==> src/rtl/afd_pkg.sv <==
// shared types, constants and register map of the detection decode unit
package afd_pkg;

    localparam int DefMaxClasses = 128;
    localparam int DefMaxGrid    = 256;

    localparam int CfgIndexW = 3;
    localparam int CfgDataW  = 31;

    localparam logic [CfgIndexW-1:0] RegClassScale     = 3'd0;
    localparam logic [CfgIndexW-1:0] RegClassZeroPoint = 3'd1;
    localparam logic [CfgIndexW-1:0] RegBoxScale       = 3'd2;
    localparam logic [CfgIndexW-1:0] RegBoxZeroPoint   = 3'd3;
    localparam logic [CfgIndexW-1:0] RegScoreThreshold = 3'd4;
    localparam logic [CfgIndexW-1:0] RegStrideShift    = 3'd5;

    localparam logic [19:0]        ClassScaleRst     = 20'd65536;
    localparam logic signed [7:0]  ClassZeroPointRst = 8'sd0;
    localparam logic [19:0]        BoxScaleRst       = 20'd65536;
    localparam logic signed [7:0]  BoxZeroPointRst   = 8'sd0;
    localparam logic signed [30:0] ScoreThresholdRst = 31'sd16384;
    localparam logic [2:0]         StrideShiftRst    = 3'd3;

    localparam logic [2:0] StrideShiftMin = 3'd3;
    localparam logic [2:0] StrideShiftMax = 3'd5;

    localparam int QueueDepth = 4;
    localparam int QueuePtrW  = $clog2(QueueDepth);

    typedef struct packed {
        logic [19:0]        class_scale;
        logic signed [7:0]  class_zero_point;
        logic [19:0]        box_scale;
        logic signed [7:0]  box_zero_point;
        logic signed [30:0] score_threshold;
        logic [2:0]         stride_shift;
    } afd_cfg_t;

    typedef struct packed {
        logic [7:0]         grid_x;
        logic [7:0]         grid_y;
        logic signed [7:0]  box_left;
        logic signed [7:0]  box_top;
        logic signed [7:0]  box_right;
        logic signed [7:0]  box_bottom;
        logic signed [30:0] score;
        logic [6:0]         class_index;
    } afd_job_t;

    typedef struct packed {
        logic push;
    } afd_qctl_t;

endpackage

==> src/rtl/afd_in_if.sv <==
// input channel carrying one class score transaction of a grid cell
interface afd_in_if;
    logic              valid;
    logic              ready;
    logic [7:0]        grid_x;
    logic [7:0]        grid_y;
    logic signed [7:0] score_code;
    logic signed [7:0] box_left;
    logic signed [7:0] box_top;
    logic signed [7:0] box_right;
    logic signed [7:0] box_bottom;
    logic              last_class;

    modport source (
        output valid, grid_x, grid_y, score_code, box_left, box_top, box_right,
               box_bottom, last_class,
        input  ready
    );
    modport sink (
        input  valid, grid_x, grid_y, score_code, box_left, box_top, box_right,
               box_bottom, last_class,
        output ready
    );
endinterface

==> src/rtl/afd_out_if.sv <==
// output channel carrying one detection transaction
interface afd_out_if;
    logic               valid;
    logic               ready;
    logic signed [36:0] box_x;
    logic signed [36:0] box_y;
    logic signed [36:0] box_w;
    logic signed [36:0] box_h;
    logic signed [30:0] score;
    logic [6:0]         class_index;

    modport source (
        output valid, box_x, box_y, box_w, box_h, score, class_index,
        input  ready
    );
    modport sink (
        input  valid, box_x, box_y, box_w, box_h, score, class_index,
        output ready
    );
endinterface

==> src/rtl/afd_front.sv <==
// front end: score dequantization, threshold and running maximum per cell
module afd_front #(
    parameter int MAX_CLASSES = afd_pkg::DefMaxClasses
) (
    input  logic                clk,
    input  logic                rst_n,
    afd_in_if.sink              det_in,
    input  afd_pkg::afd_cfg_t   cfg,
    input  logic                q_full,
    output afd_pkg::afd_qctl_t  q_ctl,
    output afd_pkg::afd_job_t   q_job
);

    localparam int CntLimit = (MAX_CLASSES - 1) < 127 ? (MAX_CLASSES - 1) : 127;

    logic               s1_valid_reg, s1_valid_next;
    logic               s1_last_reg;
    logic signed [30:0] s1_score_reg;
    logic [7:0]         s1_grid_x_reg, s1_grid_y_reg;
    logic signed [7:0]  s1_left_reg, s1_top_reg, s1_right_reg, s1_bottom_reg;

    logic signed [30:0] best_score_reg, best_score_next;
    logic [6:0]         best_class_reg, best_class_next;
    logic [6:0]         class_counter_reg, class_counter_next;
    logic               any_qualified_reg, any_qualified_next;

    logic               in_accept;
    logic               s1_go;
    logic               qualified;
    logic               take;
    logic               any_now;
    logic signed [8:0]  score_diff;
    logic signed [30:0] score_prod;

    assign s1_go        = !(s1_last_reg && q_full);
    assign det_in.ready = !s1_valid_reg || s1_go;
    assign in_accept    = det_in.valid && det_in.ready;

    assign score_diff = 9'(det_in.score_code) - 9'(cfg.class_zero_point);
    assign score_prod = score_diff * $signed({1'b0, cfg.class_scale});

    assign qualified = s1_score_reg >= cfg.score_threshold;
    assign take      = qualified && (!any_qualified_reg || s1_score_reg > best_score_reg);
    assign any_now   = any_qualified_reg || qualified;

    always_comb
    begin
        s1_valid_next      = s1_valid_reg;
        best_score_next    = best_score_reg;
        best_class_next    = best_class_reg;
        class_counter_next = class_counter_reg;
        any_qualified_next = any_qualified_reg;
        if (s1_valid_reg && s1_go)
        begin
            s1_valid_next = 1'b0;
            if (s1_last_reg)
            begin
                best_score_next    = '0;
                best_class_next    = '0;
                class_counter_next = '0;
                any_qualified_next = 1'b0;
            end
            else
            begin
                if (take)
                begin
                    best_score_next = s1_score_reg;
                    best_class_next = class_counter_reg;
                end
                any_qualified_next = any_now;
                if (class_counter_reg < 7'(CntLimit))
                begin
                    class_counter_next = class_counter_reg + 7'd1;
                end
            end
        end
        if (in_accept)
        begin
            s1_valid_next = 1'b1;
        end
    end

    always_ff @(posedge clk or negedge rst_n)
    begin
        if (!rst_n)
        begin
            s1_valid_reg      <= 1'b0;
            best_score_reg    <= '0;
            best_class_reg    <= '0;
            class_counter_reg <= '0;
            any_qualified_reg <= 1'b0;
        end
        else
        begin
            s1_valid_reg      <= s1_valid_next;
            best_score_reg    <= best_score_next;
            best_class_reg    <= best_class_next;
            class_counter_reg <= class_counter_next;
            any_qualified_reg <= any_qualified_next;
        end
    end

    always_ff @(posedge clk)
    begin
        if (in_accept)
        begin
            s1_last_reg   <= det_in.last_class;
            s1_score_reg  <= score_prod;
            s1_grid_x_reg <= det_in.grid_x;
            s1_grid_y_reg <= det_in.grid_y;
            s1_left_reg   <= det_in.box_left;
            s1_top_reg    <= det_in.box_top;
            s1_right_reg  <= det_in.box_right;
            s1_bottom_reg <= det_in.box_bottom;
        end
    end

    // detection leaves on the last class when anything qualified
    assign q_ctl.push = s1_valid_reg && s1_go && s1_last_reg && any_now;

    assign q_job.grid_x      = s1_grid_x_reg;
    assign q_job.grid_y      = s1_grid_y_reg;
    assign q_job.box_left    = s1_left_reg;
    assign q_job.box_top     = s1_top_reg;
    assign q_job.box_right   = s1_right_reg;
    assign q_job.box_bottom  = s1_bottom_reg;
    assign q_job.score       = take ? s1_score_reg : best_score_reg;
    assign q_job.class_index = take ? class_counter_reg : best_class_reg;

endmodule

==> src/rtl/afd_queue.sv <==
// short queue of pending detections between front and back end
module afd_queue (
    input  logic               clk,
    input  logic               rst_n,
    input  afd_pkg::afd_qctl_t q_ctl,
    input  afd_pkg::afd_job_t  push_job,
    input  logic               pop,
    output logic               full,
    output logic               not_empty,
    output afd_pkg::afd_job_t  pop_job
);

    localparam int CntW = afd_pkg::QueuePtrW + 1;

    afd_pkg::afd_job_t mem [afd_pkg::QueueDepth];

    logic [afd_pkg::QueuePtrW-1:0] wr_ptr_reg, wr_ptr_next;
    logic [afd_pkg::QueuePtrW-1:0] rd_ptr_reg, rd_ptr_next;
    logic [CntW-1:0]               count_reg, count_next;

    assign full      = count_reg == CntW'(afd_pkg::QueueDepth);
    assign not_empty = count_reg != '0;
    assign pop_job   = mem[rd_ptr_reg];

    always_comb
    begin
        wr_ptr_next = wr_ptr_reg;
        rd_ptr_next = rd_ptr_reg;
        count_next  = count_reg;
        if (q_ctl.push)
        begin
            wr_ptr_next = (wr_ptr_reg == afd_pkg::QueuePtrW'(afd_pkg::QueueDepth - 1))
                          ? '0 : wr_ptr_reg + 1'b1;
        end
        if (pop)
        begin
            rd_ptr_next = (rd_ptr_reg == afd_pkg::QueuePtrW'(afd_pkg::QueueDepth - 1))
                          ? '0 : rd_ptr_reg + 1'b1;
        end
        case ({q_ctl.push, pop})
            2'b10:   count_next = count_reg + 1'b1;
            2'b01:   count_next = count_reg - 1'b1;
            default: count_next = count_reg;
        endcase
    end

    always_ff @(posedge clk or negedge rst_n)
    begin
        if (!rst_n)
        begin
            wr_ptr_reg <= '0;
            rd_ptr_reg <= '0;
            count_reg  <= '0;
        end
        else
        begin
            wr_ptr_reg <= wr_ptr_next;
            rd_ptr_reg <= rd_ptr_next;
            count_reg  <= count_next;
        end
    end

    always_ff @(posedge clk)
    begin
        if (q_ctl.push)
        begin
            mem[wr_ptr_reg] <= push_job;
        end
    end

endmodule

==> src/rtl/afd_back.sv <==
// back end: distance dequantization, box edges and stride scaling
module afd_back #(
    parameter int MAX_GRID = afd_pkg::DefMaxGrid
) (
    input  logic               clk,
    input  logic               rst_n,
    input  afd_pkg::afd_cfg_t  cfg,
    input  logic               job_valid,
    input  afd_pkg::afd_job_t  job,
    output logic               pop,
    afd_out_if.source          det_out
);

    logic               a_valid_reg, a_valid_next;
    logic signed [31:0] a_cx_reg, a_cy_reg;
    logic signed [30:0] a_dl_reg, a_dt_reg, a_dr_reg, a_db_reg;
    logic signed [30:0] a_score_reg;
    logic [6:0]         a_class_reg;

    logic               out_valid_reg, out_valid_next;
    logic signed [36:0] out_x_reg, out_y_reg, out_w_reg, out_h_reg;
    logic signed [30:0] out_score_reg;
    logic [6:0]         out_class_reg;

    logic               a_ready, b_ready;
    logic [7:0]         gx, gy;
    logic signed [8:0]  dl_diff, dt_diff, dr_diff, db_diff;
    logic signed [21:0] bscale;
    logic signed [31:0] x0, y0, w, h;
    logic [2:0]         sh;

    function automatic logic [7:0] clamp_grid(input logic [7:0] g);
        logic [7:0] r;
        r = g;
        if (int'(g) > MAX_GRID - 1)
        begin
            r = 8'(MAX_GRID - 1);
        end
        return r;
    endfunction

    assign b_ready = !out_valid_reg || det_out.ready;
    assign a_ready = !a_valid_reg || b_ready;
    assign pop     = job_valid && a_ready;

    assign gx      = clamp_grid(job.grid_x);
    assign gy      = clamp_grid(job.grid_y);
    assign bscale  = $signed({2'b00, cfg.box_scale});
    assign dl_diff = 9'(job.box_left)   - 9'(cfg.box_zero_point);
    assign dt_diff = 9'(job.box_top)    - 9'(cfg.box_zero_point);
    assign dr_diff = 9'(job.box_right)  - 9'(cfg.box_zero_point);
    assign db_diff = 9'(job.box_bottom) - 9'(cfg.box_zero_point);

    always_comb
    begin
        sh = cfg.stride_shift;
        if (sh < afd_pkg::StrideShiftMin)
        begin
            sh = afd_pkg::StrideShiftMin;
        end
        else if (sh > afd_pkg::StrideShiftMax)
        begin
            sh = afd_pkg::StrideShiftMax;
        end
    end

    assign x0 = a_cx_reg - 32'(a_dl_reg);
    assign y0 = a_cy_reg - 32'(a_dt_reg);
    assign w  = 32'(a_dl_reg) + 32'(a_dr_reg);
    assign h  = 32'(a_dt_reg) + 32'(a_db_reg);

    always_comb
    begin
        a_valid_next = a_valid_reg;
        if (a_ready)
        begin
            a_valid_next = job_valid;
        end
        out_valid_next = out_valid_reg;
        if (b_ready)
        begin
            out_valid_next = a_valid_reg;
        end
    end

    always_ff @(posedge clk or negedge rst_n)
    begin
        if (!rst_n)
        begin
            a_valid_reg   <= 1'b0;
            out_valid_reg <= 1'b0;
        end
        else
        begin
            a_valid_reg   <= a_valid_next;
            out_valid_reg <= out_valid_next;
        end
    end

    always_ff @(posedge clk)
    begin
        if (pop)
        begin
            // cell centre is grid index plus one half
            a_cx_reg    <= $signed({8'd0, gx, 16'h8000});
            a_cy_reg    <= $signed({8'd0, gy, 16'h8000});
            a_dl_reg    <= dl_diff * bscale;
            a_dt_reg    <= dt_diff * bscale;
            a_dr_reg    <= dr_diff * bscale;
            a_db_reg    <= db_diff * bscale;
            a_score_reg <= job.score;
            a_class_reg <= job.class_index;
        end
        if (a_valid_reg && b_ready)
        begin
            out_x_reg     <= 37'(x0) <<< sh;
            out_y_reg     <= 37'(y0) <<< sh;
            out_w_reg     <= 37'(w) <<< sh;
            out_h_reg     <= 37'(h) <<< sh;
            out_score_reg <= a_score_reg;
            out_class_reg <= a_class_reg;
        end
    end

    assign det_out.valid       = out_valid_reg;
    assign det_out.box_x       = out_x_reg;
    assign det_out.box_y       = out_y_reg;
    assign det_out.box_w       = out_w_reg;
    assign det_out.box_h       = out_h_reg;
    assign det_out.score       = out_score_reg;
    assign det_out.class_index = out_class_reg;

endmodule

==> src/rtl/anchor_free_detection_decode_unit.sv <==
// Anchor-free detection decode: takes one int8 class score per clock and per
// cell, keeps the best score at or above threshold, and on the last class of
// a cell hands a detection (box edges, score, class) to a four-entry
// queue that feeds the box arithmetic. Throughput is one transaction per
// clock; after its last class score is accepted, a detection passes the
// queue write, the distance multiply stage and the output register. Input
// stalls only when the last class of a cell meets a full queue, i.e. after
// the output side has held off six pending detections (four queued, two in
// the back end stages). Configuration is written through cfg_we, cfg_index
// and cfg_wdata, by the user only while idle; the block does not enforce it.
module anchor_free_detection_decode_unit #(
    parameter int MAX_CLASSES = afd_pkg::DefMaxClasses,
    parameter int MAX_GRID    = afd_pkg::DefMaxGrid
) (
    input  logic                          clk,
    input  logic                          rst_n,
    input  logic                          cfg_we,
    input  logic [afd_pkg::CfgIndexW-1:0] cfg_index,
    input  logic [afd_pkg::CfgDataW-1:0]  cfg_wdata,
    afd_in_if.sink                        det_in,
    afd_out_if.source                     det_out
);

    afd_pkg::afd_cfg_t  cfg_reg;
    afd_pkg::afd_qctl_t q_ctl;
    afd_pkg::afd_job_t  push_job, pop_job;
    logic               q_full, q_not_empty, q_pop;

    always_ff @(posedge clk or negedge rst_n)
    begin
        if (!rst_n)
        begin
            cfg_reg.class_scale      <= afd_pkg::ClassScaleRst;
            cfg_reg.class_zero_point <= afd_pkg::ClassZeroPointRst;
            cfg_reg.box_scale        <= afd_pkg::BoxScaleRst;
            cfg_reg.box_zero_point   <= afd_pkg::BoxZeroPointRst;
            cfg_reg.score_threshold  <= afd_pkg::ScoreThresholdRst;
            cfg_reg.stride_shift     <= afd_pkg::StrideShiftRst;
        end
        else if (cfg_we)
        begin
            unique case (cfg_index)
                afd_pkg::RegClassScale:     cfg_reg.class_scale      <= cfg_wdata[19:0];
                afd_pkg::RegClassZeroPoint: cfg_reg.class_zero_point <= cfg_wdata[7:0];
                afd_pkg::RegBoxScale:       cfg_reg.box_scale        <= cfg_wdata[19:0];
                afd_pkg::RegBoxZeroPoint:   cfg_reg.box_zero_point   <= cfg_wdata[7:0];
                afd_pkg::RegScoreThreshold: cfg_reg.score_threshold  <= cfg_wdata[30:0];
                afd_pkg::RegStrideShift:    cfg_reg.stride_shift     <= cfg_wdata[2:0];
                default:                    ;
            endcase
        end
    end

    afd_front #(
        .MAX_CLASSES(MAX_CLASSES)
    ) u_front (
        .clk    (clk),
        .rst_n  (rst_n),
        .det_in (det_in),
        .cfg    (cfg_reg),
        .q_full (q_full),
        .q_ctl  (q_ctl),
        .q_job  (push_job)
    );

    afd_queue u_queue (
        .clk       (clk),
        .rst_n     (rst_n),
        .q_ctl     (q_ctl),
        .push_job  (push_job),
        .pop       (q_pop),
        .full      (q_full),
        .not_empty (q_not_empty),
        .pop_job   (pop_job)
    );

    afd_back #(
        .MAX_GRID(MAX_GRID)
    ) u_back (
        .clk       (clk),
        .rst_n     (rst_n),
        .cfg       (cfg_reg),
        .job_valid (q_not_empty),
        .job       (pop_job),
        .pop       (q_pop),
        .det_out   (det_out)
    );

endmodule
==> src/flat_wrapper.sv <==
// flat-port wrapper written by rule: the top's interface ports become plain ports
module anchor_free_detection_decode_unit_flat 
#(
    parameter int MAX_CLASSES = afd_pkg::DefMaxClasses,
    parameter int MAX_GRID    = afd_pkg::DefMaxGrid
)
  (clk, rst_n, cfg_we, cfg_index, cfg_wdata, det_in_valid, det_in_grid_x, det_in_grid_y, det_in_score_code, det_in_box_left, det_in_box_top, det_in_box_right, det_in_box_bottom, det_in_last_class, det_in_ready, det_out_valid, det_out_box_x, det_out_box_y, det_out_box_w, det_out_box_h, det_out_score, det_out_class_index, det_out_ready);
  afd_in_if det_in_i ();
  afd_out_if det_out_i ();
  input  logic clk;
  input  logic rst_n;
  input  logic cfg_we;
  input  logic [afd_pkg::CfgIndexW-1:0] cfg_index;
  input  logic [afd_pkg::CfgDataW-1:0] cfg_wdata;
  input wire logic [$bits(det_in_i.valid)-1:0] det_in_valid;
  input wire logic [$bits(det_in_i.grid_x)-1:0] det_in_grid_x;
  input wire logic [$bits(det_in_i.grid_y)-1:0] det_in_grid_y;
  input wire logic [$bits(det_in_i.score_code)-1:0] det_in_score_code;
  input wire logic [$bits(det_in_i.box_left)-1:0] det_in_box_left;
  input wire logic [$bits(det_in_i.box_top)-1:0] det_in_box_top;
  input wire logic [$bits(det_in_i.box_right)-1:0] det_in_box_right;
  input wire logic [$bits(det_in_i.box_bottom)-1:0] det_in_box_bottom;
  input wire logic [$bits(det_in_i.last_class)-1:0] det_in_last_class;
  output wire logic [$bits(det_in_i.ready)-1:0] det_in_ready;
  output wire logic [$bits(det_out_i.valid)-1:0] det_out_valid;
  output wire logic [$bits(det_out_i.box_x)-1:0] det_out_box_x;
  output wire logic [$bits(det_out_i.box_y)-1:0] det_out_box_y;
  output wire logic [$bits(det_out_i.box_w)-1:0] det_out_box_w;
  output wire logic [$bits(det_out_i.box_h)-1:0] det_out_box_h;
  output wire logic [$bits(det_out_i.score)-1:0] det_out_score;
  output wire logic [$bits(det_out_i.class_index)-1:0] det_out_class_index;
  input wire logic [$bits(det_out_i.ready)-1:0] det_out_ready;
  assign det_in_i.valid = det_in_valid;
  assign det_in_i.grid_x = det_in_grid_x;
  assign det_in_i.grid_y = det_in_grid_y;
  assign det_in_i.score_code = det_in_score_code;
  assign det_in_i.box_left = det_in_box_left;
  assign det_in_i.box_top = det_in_box_top;
  assign det_in_i.box_right = det_in_box_right;
  assign det_in_i.box_bottom = det_in_box_bottom;
  assign det_in_i.last_class = det_in_last_class;
  assign det_in_ready = det_in_i.ready;
  assign det_out_valid = det_out_i.valid;
  assign det_out_box_x = det_out_i.box_x;
  assign det_out_box_y = det_out_i.box_y;
  assign det_out_box_w = det_out_i.box_w;
  assign det_out_box_h = det_out_i.box_h;
  assign det_out_score = det_out_i.score;
  assign det_out_class_index = det_out_i.class_index;
  assign det_out_i.ready = det_out_ready;
  anchor_free_detection_decode_unit #(.MAX_CLASSES(MAX_CLASSES), .MAX_GRID(MAX_GRID)) u_core (.clk(clk), .rst_n(rst_n), .cfg_we(cfg_we), .cfg_index(cfg_index), .cfg_wdata(cfg_wdata), .det_in(det_in_i), .det_out(det_out_i));
endmodule
==> config.mk <==
export PLATFORM = sky130hd
export DESIGN_NAME = anchor_free_detection_decode_unit_flat
export DESIGN_NICKNAME = d
export VERILOG_FILES = /design/src/rtl/afd_pkg.sv /design/src/rtl/afd_in_if.sv /design/src/rtl/afd_out_if.sv /design/src/rtl/afd_front.sv /design/src/rtl/afd_queue.sv /design/src/rtl/afd_back.sv /design/src/rtl/anchor_free_detection_decode_unit.sv /design/src/flat_wrapper.sv
export SDC_FILE = /design/constraint.sdc
export NUM_CORES = 2
export LEC_CHECK = 0
export BUFFER_PORTS_ARGS = -buffer_cell sky130_fd_sc_hd__buf_2
export CORE_UTILIZATION = 30
export CTS_BUF_LIST = sky130_fd_sc_hd__clkbuf_4 sky130_fd_sc_hd__clkbuf_8 sky130_fd_sc_hd__clkbuf_16
export DETAILED_ROUTE_END_ITERATION = 12
export HOLD_SLACK_MARGIN = 0.12
export MAX_ROUTING_LAYER = met4
export PLACE_DENSITY_LB_ADDON = 0.12
export SYNTH_ARGS = -nofsm -noshare
export SYNTH_HDL_FRONTEND = slang
export SYNTH_HIERARCHICAL = 1
export SYNTH_SLANG_ARGS = --single-unit
==> constraint.sdc <==
create_clock -name clk -period 32.1 [get_ports clk]
set_clock_uncertainty 0.2 [all_clocks]
set_input_delay 0 -clock clk [delete_from_list [all_inputs] [get_ports clk]]
set_output_delay 0 -clock clk [all_outputs]
set_load 0.02 [all_outputs]
==> summary.txt <==
Clock network
  – Clock Tree Root: clkbuf_16
  – TritonCTS clock tree: yes
  – Worst skew pair latency: 810 ps
  – Clock transition at the registers of the reported paths: 60 ps
  – Post-CTS repair timing setup buffer count: 0
  – H-tree lvl count: 3
  – Num Clock Sinks: 929
  – CTS Buf Count: 108
  – CTS Buffer Depth: 3

Yosys
  – Ys async rst share: 0.157
  – Post-synthesis sequential area ratio: 0.383
  – EDFF count, synth: 783
  – Top cells by area, synth: edfxtp_1, fa_1, ha_1
  – Top cell type's share of synthesized area: 0.331
  – YS warnings: 6
  – Cell Area, Synth: 71000 um2
  – Synthesized flop and latch total: 929
  – Cell taking the most area after synthesis: edfxtp_1
  – Post-Syn Instances: 6172
  – Post-synth cell types: 101
  – Post-synthesis area per instance: 11.5 um2
  – Top_reg_cell synth: edfxtp_1

Route
  – 1st-iter DRT viols: 2618
  – # DRC: 0
  – Drt wl/cell: 20.1 um
  – DR vias: 46797
  – DR vias/cell: 4.76
  – Drt total wl: 197 mm
  – Final ANT Viol Nets: 0
  – DR pass1 iterations: 5

Global routing
  – Vias in the first global route: 48914
  – Antenna violations before repair: 14
  – Largest net degree at the start of global routing: 93
  – GRT Total Usage: 0.172
  – First-pass GRT wire length: 303 mm
  – Gr ovfl total: 0

Place
  – Placer congestion estimate: 0.821
  – Port-buffer cells: 283
  – Detail Placement HPWL: 147 mm

Cells and area
  – Layout fillers: 23679
  – Area delta synth->final: 15.3%
  – Multi-input logic area: 40300 um2
  – Max FFs per register: 344
  – Fin nets: 7894
  – Register area: 27200 um2
  – Share of cells above drive strength 1: 0.122

Worst setup path
  – Req. time, crit path: 32390 ps
  – Critical path's top delay family: adder cells
  – Worst R2R Path Depth: 32
  – Most used cell, CP: fa_1
  – R2r startpoint: u_core/u_queue/rd_ptr_reg[1]
  – R2r setup slk: 22300 ps
  – Bufs and invs on worst path: 6
  – Crit end category: flop
  – Crit Path Max Fanout: 49
  – Crit Path Class: flop to flop
  – Worst setup SP type: flop
  – Crit path max-delay cell type: dfrtp_4
  – Reg-to-reg critical path endpoint: u_core/u_back/a_dr_reg[29]
  – Max stage delay on crit path: 960 ps
  – Data arrival, critical path: 10090 ps

STA
  – Setup TNS: 0 ps
  – Pins Over Slew Limit: 0
  – Finish-stage setup viols: 0
  – Slew of the pin with the lowest slew margin: 1300 ps
  – RSZ-0062 raised after global routing: no
  – Minimum clock period: 9800 ps
  – Slew margin rel.: 0.135
  – Final period util: 0.305
  – Fmax: 0.102 GHz
  – Final Hold Fails: 0

Floorplanning
  – Die width: 488 um
  – Site Rows: 178
  – Die ar.: 238000 um2
  – Core area: 235000 um2
  – Die height: 488 um
  – Starting Density: 0.302
  – # IOs: 284

Min path
  – Hold Path Cell Cnt: 8
  – HP Start: det_in_score_code[7]
  – Hold EP: u_core/u_front/s1_score_reg[29]
  – Hold Path Class: input port to flop

Status
  – Status: finished, final reports clean

Run
  – Max-cap violations: 0
==> synthesized netlist by cell type (all sizes together), types with 43 or more instances <==
cell,number
edfxtp,783
inv,659
fa,643
ha,572
nand2,499
and2,438
nor2,310
a21oi,244
clkbuf,233
o21ai,209
nand2b,206
dfrtp,141
xnor2,141
xor2,105
mux2,100
a21o,96
mux4,86
nand4,62
nor2b,53
nand3,46
buf,43
==> placed cells by master (no fill, tap or decap), types with 34 or more instances in the layout <==
| master | instances |
|---|---|
| buf_4 | 92 |
| or2_2 | 34 |
| fa_1 | 643 |
| dlygate4sd3_1 | 190 |
| xnor2_1 | 137 |
| nor2_1 | 306 |
| o21ai_0 | 206 |
| and2_1 | 432 |
| clkbuf_16 | 110 |
| mux2_2 | 65 |
| a21o_1 | 96 |
| a21oi_1 | 240 |
| o311ai_0 | 39 |
| o21a_1 | 35 |
| nand4_1 | 62 |
| mux2_1 | 35 |
| nand2b_1 | 206 |
| mux4_2 | 86 |
| ha_1 | 572 |
| buf_2 | 282 |
| nand2_1 | 499 |
| dfrtp_1 | 138 |
| nor2b_1 | 53 |
| xor2_1 | 105 |
| a211oi_1 | 40 |
| edfxtp_1 | 783 |
| nand3_1 | 46 |
| inv_1 | 657 |
| nor3_1 | 36 |
==> what timing repair did <==
action | in CTS | in global routing
endpoints found under the hold margin | 398 | 0
hold buffers | 191 | 0
resized for setup | 0 | 0
==> logic make-up (layout without fill, tap and decap cells) <==
kind of cell / count (synthesis) / count (layout) / synth area share
and+or+nand+nor: 1775 / 1775 / 0.128
adders and majority gates: 1215 / 1215 / 0.282
buffers and inverters: 935 / 1428 / 0.0513
DFF: 929 / 929 / 0.383
AOI/OAI and AO/OA: 871 / 871 / 0.0797
xor gates and xnor gates: 246 / 246 / 0.0304
muxes: 200 / 200 / 0.0451
other: 1 / 22 / 0.0000528
==> metal layers <==
layer,share of wire,global-route usage
met1,0.48,0.233
met2,0.47,0.276
met3,0.033,0.0181
met4,0.021,0.0401
met5,0,-
==> layout make-up <==
cell class	instances	share of cell area
multi-input combinational	4319	0.492
sequential	929	0.332
timing repair buffer	566	0.0494
tap	3150	0.0482
clock buffer	143	0.0374
inverter	659	0.0302
clock inverter	60	0.00982
antenna	10	0.000306
==> worst max-delay path by stage <==
stage                             endpoint                    startpoint  cells after the start
3_5_place_dp    u_core/u_back/a_dr_reg[29]  u_core/u_queue/rd_ptr_reg[1]                     32
6_report        u_core/u_back/a_dr_reg[29]  u_core/u_queue/rd_ptr_reg[1]                     32
5_1_grt         u_core/u_back/a_db_reg[29]  u_core/u_queue/rd_ptr_reg[1]                     32
2_1_floorplan  u_core/u_queue/count_reg[2]   u_core/u_back/det_out.valid                      8
3_3_place_gp    u_core/u_back/a_db_reg[28]  u_core/u_queue/rd_ptr_reg[1]                     32
4_1_cts         u_core/u_back/a_dr_reg[29]  u_core/u_queue/rd_ptr_reg[1]                     32
==> tightest hold or removal path: stages <==
cell     delay, ps
buf_2           90
ha_1           170
a21oi_2         60
buf_4          230
inv_1          100
ha_1           160
xnor2_1         80
xnor2_1        150
==> per-stage QoR <==
step | util | hold slack [ps] | worst slack [ps] | cells | area (um2)
3_3_place_gp | 0.323 | -232 | 22350 | 9432 | 76000
4_1_cts | 0.348 | 128 | 22210 | 9826 | 81800
2_1_floorplan | - | -496 | 15970 | 6183 | 71000
6_report | 0.348 | 180 | 22300 | 9836 | 81800
3_5_place_dp | 0.323 | -230 | 22350 | 9432 | 76000
5_1_grt | 0.348 | 194 | 21680 | 9827 | 81800
Power is left out: the tool's default activity adds up to more than one toggle a clock period on the data nets, which glitch-free logic cannot reach.
